<file path="config.mk">
export PLATFORM = sky130hd
export DESIGN_NAME = pwsa_div
export DESIGN_NICKNAME = d
export VERILOG_FILES = /design/src/pwsa_div.sv
export SDC_FILE = /design/constraint.sdc
export NUM_CORES = 2
export LEC_CHECK = 0
export ABC_AREA = 1
export ABC_CLOCK_PERIOD_IN_PS = 6300
export BUFFER_PORTS_ARGS = -buffer_cell sky130_fd_sc_hd__clkbuf_2
export CAP_MARGIN = 25
export CELL_PAD_IN_SITES_DETAIL_PLACEMENT = 0
export CELL_PAD_IN_SITES_GLOBAL_PLACEMENT = 1
export CORE_AREA = 2 2 432 434
export CTS_BUF_LIST = sky130_fd_sc_hd__clkbuf_8
export DETAILED_ROUTE_END_ITERATION = 16
export DIE_AREA = 0 0 434 436
export GPL_ROUTABILITY_DRIVEN = 0
export PLACE_DENSITY = 0.95
export SYNTH_ARGS = -nofsm -noshare
export SYNTH_HDL_FRONTEND = slang
export SYNTH_SLANG_ARGS = --single-unit
</file>
<file path="constraint.sdc">
create_clock -name clk -period 6.3 [get_ports clk]
set_clock_uncertainty 0.15 [all_clocks]
set_input_delay 0.315 -clock clk [delete_from_list [all_inputs] [get_ports clk]]
set_output_delay 0.315 -clock clk [all_outputs]
set_load 0.01 [all_outputs]
</file>
<file path="src/pwsa_div.sv">
// pipelined restoring divider, one quotient bit per stage
// depends on nothing; numerator and denominator are unsigned
module pwsa_div #(
  parameter int NW = 47,
  parameter int DW = 46,
  parameter int QW = 14,
  parameter int TW = 8
) (
  input  logic          clk,
  input  logic          rst,
  input  logic          en,
  input  logic          in_valid,
  input  logic [NW-1:0] num,
  input  logic [DW-1:0] den,
  input  logic [TW-1:0] tag_in,
  output logic          out_valid,
  output logic [QW-1:0] quo,
  output logic          ovf,
  output logic [TW-1:0] tag_out
);

  // stage registers
  logic [NW-1:0]    rem [QW+1];
  logic [DW-1:0]    dd  [QW+1];
  logic [QW-1:0]    q   [QW+1];
  logic [QW+1-1:0]  vld;
  logic [TW-1:0]    tg  [QW+1];
  logic             ov  [QW+1];

  // entry: quotient too big for QW bits when num >= den << QW
  always_ff @(posedge clk) begin
    if (rst) begin
      vld[0] <= 1'b0;
    end else if (en) begin
      vld[0] <= in_valid;
    end
    if (en) begin
      rem[0] <= num;
      dd[0]  <= den;
      q[0]   <= '0;
      tg[0]  <= tag_in;
      ov[0]  <= ({{QW{1'b0}}, num} >> QW) >= {{(NW+QW-DW){1'b0}}, den};
    end
  end

  genvar s;
  generate
    for (s = 0; s < QW; s++) begin : g_stage
      localparam int SH = QW - 1 - s;
      logic [NW+QW-1:0] trial;
      logic             take;
      assign trial = {{(NW+QW-DW){1'b0}}, dd[s]} << SH;
      assign take  = {{QW{1'b0}}, rem[s]} >= trial;
      always_ff @(posedge clk) begin
        if (rst) begin
          vld[s+1] <= 1'b0;
        end else if (en) begin
          vld[s+1] <= vld[s];
        end
        if (en) begin
          rem[s+1] <= take ? NW'({{QW{1'b0}}, rem[s]} - trial) : rem[s];
          dd[s+1]  <= dd[s];
          q[s+1]   <= q[s] | (QW'(take) << SH);
          tg[s+1]  <= tg[s];
          ov[s+1]  <= ov[s];
        end
      end
    end
  endgenerate

  assign out_valid = vld[QW];
  assign quo       = q[QW];
  assign ovf       = ov[QW];
  assign tag_out   = tg[QW];

endmodule

</file>
-- Word level (Yosys, flattened, before mapping)
Memories as Yosys holds them, arrays and structs flattened.
Index checks and enable logic that the tools add are counted.
- register bits after elaboration: 15
- latch bits: 0
- bits in writable memories: 1740
- memory bits (read-only): 0
- bits of input ports: 105
- word-level logic and storage cells: 79
- memories kept: 5
- memory list (memory ; words ; bits a word ; rd ports ; clocked after Yosys merged registers in ; write ports ; RTL line ; source):
    rem ; 15 ; 47 ; 14 ; 0 ; 15 ; 23 ; logic [NW-1:0] rem [QW+1];
    dd ; 15 ; 46 ; 14 ; 0 ; 15 ; 24 ; logic [DW-1:0] dd [QW+1];
    q ; 15 ; 14 ; 15 ; 0 ; 15 ; 25 ; logic [QW-1:0] q [QW+1];
    tg ; 15 ; 8 ; 15 ; 0 ; 15 ; 27 ; logic [TW-1:0] tg [QW+1];
    ov ; 15 ; 1 ; 15 ; 0 ; 15 ; 28 ; logic ov [QW+1];
- $add $sub $neg: 14
- multiply operators: 0
- divide/modulo/power cells: 0
- order comparisons: 15
- equal/unequal tests: 0
- shifts and indexed selects: 0
- multiplexer cells: 16
- bitwise operators: 14
- reductions and logical operators: 0
- operators with widths (kind ; number):
    two-way mux 47 bit ; 14
    subtractor 47 bit ; 13
    >= comparator 47 x 59 -> 1 bit ; 1
    >= comparator 47 x 58 -> 1 bit ; 1
    >= comparator 47 x 57 -> 1 bit ; 1
    >= comparator 47 x 56 -> 1 bit ; 1
    >= comparator 47 x 55 -> 1 bit ; 1
    >= comparator 47 x 54 -> 1 bit ; 1
    >= comparator 47 x 53 -> 1 bit ; 1
    >= comparator 47 x 52 -> 1 bit ; 1
    >= comparator 47 x 51 -> 1 bit ; 1
    >= comparator 47 x 50 -> 1 bit ; 1
    >= comparator 47 x 49 -> 1 bit ; 1
    >= comparator 47 x 48 -> 1 bit ; 1
    >= comparator 47 x 46 -> 1 bit ; 1
    >= comparator 47 bit ; 1
    subtractor 47 x 46 -> 47 bit ; 1
    >= comparator 33 x 46 -> 1 bit ; 1
    OR 14 x 1 -> 14 bit ; 1
    OR 14 x 10 -> 14 bit ; 1
    OR 14 x 11 -> 14 bit ; 1
    OR 14 x 12 -> 14 bit ; 1
    OR 14 x 13 -> 14 bit ; 1
    OR 14 bit ; 1
    other kinds (9) ; 10

-- Depth between registers and ports, before layout
An unclocked memory read counts as a cell.
- depth in word-level cells: 3
- mapped depth: 18
- gate-level depth less buffers: 17

-- Worst setup path before layout
Ideal clock, no wire load.
- kind: reg-to-reg
- from: mem rem[11][2] (netlist: rem[1][143])
- to: mem rem[12][37] (netlist: rem[1][225]) (data pin)
- setup time: 253 ps
- data arrival time: 2101 ps
- path slack: 3796 ps
- cell stages (with the launch flop): 16
- path buffers: 1
- cell sequence: edfxtp_1 > inv_1 > ha_1 > inv_1 > fa_1 > nand3_1 > nand3_2 > nand2_1 > nand2_1 > nand2_1 > nand2_1 > nand2_1 > nand4_4 > buf_4 > nand3_1 > nand2_1
- RTL lines (element ; RTL line):
    from (decl) ; 23

==> impl_metrics.json <==
{
  "setup_violations": 0,
  "dieArea_um2": 189000,
  "cp-end-kind": "flip-flop",
  "critPathLaunch": "dd[0][96]",
  "synth_area_um2": 99200,
  "h-tree-depth": 5,
  "clock_latency_ns": 1.09,
  "fillers": 16400,
  "outcome": "finished, final reports clean",
  "r2r_slack_ns": 2.36,
  "dr.pass1.iters": 10,
  "path_depth": 11,
  "critPathCapture": "rem[0][160]",
  "synth_seq_cells": 1557,
  "reg2reg_to": "rem[0][160]",
  "cp_cell_sequence": "inv_1, ha_1, nand2_1, nor2_1, and3_1, nand2_1, nor2_1, nand2_1, nand4_2, buf_4, o21ai_0",
  "layout.nets": 13700,
  "slowest_delay_ns": 0.50,
  "drt-total-wl_mm": 312,
  "r2r_start": "dd[0][96]",
  "worst-setup-path-type": "reg2reg",
  "p_comb_share_pct": 21.0,
  "drt-vias-per-instance": 5.49,
  "arrival_ns": 4.55,
  "syn_avg_cell_area_um2": 7.94,
  "numCtsBuffers": 286,
  "switching_power_mw": 8.91,
  "whs_ns": 0.128,
  "clock_path_buffers": 4,
  "power_frac_seq_pct": 46.0,
  "drtIter0Drc": 10200,
  "max_slew.worst_pin.slew_ns": 1.17,
  "core_area_um2": 185000,
  "fin_crit_ns": 3.94,
  "rsz0062_at_grt": "no",
  "gr-total-overflow": 0,
  "regArea_um2": 46600,
  "pwr_density_cell_nw_per_um2": 254,
  "detail-route-antenna-nets": 0,
  "cts_sinks": 1557,
  "slew_violations": 0,
  "grt_pass1_wl_mm": 471,
  "required_ns": 6.90,
  "detail_route.wl_per_cell_um": 19.9,
  "vias": 86200,
  "multi_input_area_um2": 42700,
  "drv_cap": 0,
  "die_y_um": 436,
  "root_buffer": "clkbuf_8",
  "synthCells": 12500,
  "cp_num_buf_inv": 2,
  "r2r_cells": 11,
  "slowest_stage": "buf_4",
  "post_synth_num_cell_types": 55,
  "ios": 129,
  "p_int_mw": 19.0,
  "crit_top_cell": "nand2_1",
  "period_share_pct": 62.6,
  "maxClockFrequency_mhz": 254,
  "portBuffers": 128,
  "cts_tree": "done",
  "grt_pass1_vias": 81700,
  "grt_usage_pct": 32.5,
  "ys.warnings.count": 0,
  "start_util_pct": 53.7,
  "cp_top_family": "simple AND/OR/NAND/NOR gates",
  "switching_share_pct": 31.9,
  "dp_hpwl_mm": 245,
  "timing.slew.headroom_pct": 22.0,
  "area_delta_synth_final_pct": 10.8,
  "antenna_found_initial": 8,
  "row_count": 158,
  "hp-class": "in2reg",
  "clk_pin_slew_worst_paths_ns": 0.06,
  "startpoint_type": "flip-flop",
  "seq_area_frac_synth_pct": 47.0,
  "post_cts_buffers": 0,
  "peakVddDrop_mv": 0.207,
  "die_w_um": 434,
  "drc": 0,
  "worst-path-max-fanout": 48,
  "p_leak_nw": 53.5,
  "layout-drive-gt1-share_pct": 4.69,
  "grt_max_degree": 180,
  "syn_nets": 13200,
  "fin_tns_setup_ns": 0,
  "clkPwrFrac_pct": 32.9,
  "hold_viol_final": 0
}
## worst min-delay path by stage
stage,depth (start not counted),endpoint,from,slack (ns)
after floorplan,1,out_valid,rst,0.23
after global placement,0,tg[14][7],tg[13][7],0.25
after detailed placement,0,ov[6],ov[5],0.25
after CTS,5,ov[0],den[33],0.04
after global routing,5,ov[0],den[33],0.15
final,5,ov[0],den[33],0.13
## final cells by class
class / instances / share of cell area [%]
Antenna cell: 8 / 0.0182
Clock buffer: 292 / 3.66
Clock inverter: 189 / 1.05
Inverter: 2393 / 8.18
Multi-Input combinational cell: 8407 / 38.9
Sequential cell: 1557 / 42.4
Tap cell: 2480 / 2.82
Timing Repair Buffer: 378 / 2.96
## flip-flops by register name, summed over array words and instances (netlist names)
register,flops
rem,658
out_valid,1
ov,15
vld,14
tg,120
q,105
dd,644
## kinds of logic after synthesis
group | share of synthesized area [%]
buf+inv | 9.95
simple gates | 27.8
flops | 47.0
fa+ha+maj | 7.82
xor+xnor | 2.62
compound gates | 4.81
## power groups by stage
stage | Clock [mW] | Sequential, mW | Combinational, mW
global placement | 0 | 13.0 | 5.49
floorplan | 0 | 12.7 | 3.94
CTS | 9.31 | 12.8 | 5.71
global route | 9.76 | 12.9 | 6.51
finish | 9.19 | 12.8 | 5.87
detailed placement | 0 | 13.0 | 5.57
## cell usage after synthesis, drive strengths merged
library cell / number / area share, %
and2: 22 / 0.14
a211oi: 3 / 0.023
a31oi: 7 / 0.044
nor2b: 1 / 0.0063
a21o: 23 / 0.17
fa: 13 / 0.26
a21oi: 489 / 2.5
clkbuf: 34 / 0.13
a22oi: 2 / 0.015
buf: 108 / 0.76
or2: 11 / 0.069
and3: 5 / 0.032
o211ai: 2 / 0.015
o21ai: 277 / 1.4
edfxtp: 1542 / 47
nand2b: 3 / 0.019
nand3b: 148 / 1.1
o21bai: 76 / 0.58
ha: 599 / 7.6
nand3: 873 / 4.4
o31ai: 1 / 0.0076
inv: 2393 / 9.1
nand2: 4156 / 16
a21boi: 4 / 0.034
nor4: 32 / 0.20
o21a: 6 / 0.045
xnor2: 24 / 0.21
nand4: 204 / 1.4
o22ai: 1 / 0.0063
nor3: 114 / 0.60
nor2: 1036 / 4.0
dfxtp: 15 / 0.30
nor3b: 2 / 0.015
xor2: 273 / 2.4
## cell usage in the layout, fill, tap and decap left out, types with 15 or more instances in the layout
cell type,count
ha_1,599
nand3b_1,148
xnor2_1,24
buf_4,24
dfxtp_1,15
clkinv_2,38
o21ai_0,207
nor3_1,110
nor4_1,32
nor2_2,30
nand3_1,868
o21bai_1,76
o21ai_1,70
clkinv_1,66
dlygate4sd3_1,210
a21oi_1,487
a21o_1,23
nand4_1,192
and2_1,20
xor2_1,273
nor2_1,1001
inv_1,2442
nand2_1,4138
clkbuf_2,127
clkbuf_8,292
edfxtp_1,1542
nand2_2,17
## repair_timing
action,4_1_cts,5_1_grt
hold buffers,210,0
endpoints found under the hold margin,349,0
gates resized for setup,0,0
endpoints found under the setup margin,0,0
## tightest hold or removal path, stage by stage
cell	delay [ns]
dlygate4sd3_1	0.53
clkbuf_2	0.15
o22ai_1	0.10
inv_1	0.05
a21oi_1	0.05
## per-stage QoR
stage	util, %	area (um2)	setup slack, ns	instances	power (mW)
finish	59.5	110000	2.36	15700	27.9
global route	59.5	110000	2.09	15700	29.1
CTS	59.4	110000	2.38	15700	27.8
detailed placement	55.5	102000	2.42	15000	18.6
global placement	55.5	102000	2.46	15000	18.5
floorplan	-	99200	3.80	12500	16.6
## per-layer routing
layer | global-route usage [%] | vias to the layer above | share of wire [%] | routed length, um
met4 | 17.2 | 6 | 5.9 | 18400
met5 | 0 | - | 0.013 | 41
met2 | 51.9 | 4304 | 45 | 142000
met1 | 41.0 | 39700 | 39 | 122000
li1 | - | 41200 | - | -
met3 | 7.30 | 892 | 9.5 | 29600
Power figures use the tool's default switching activity.
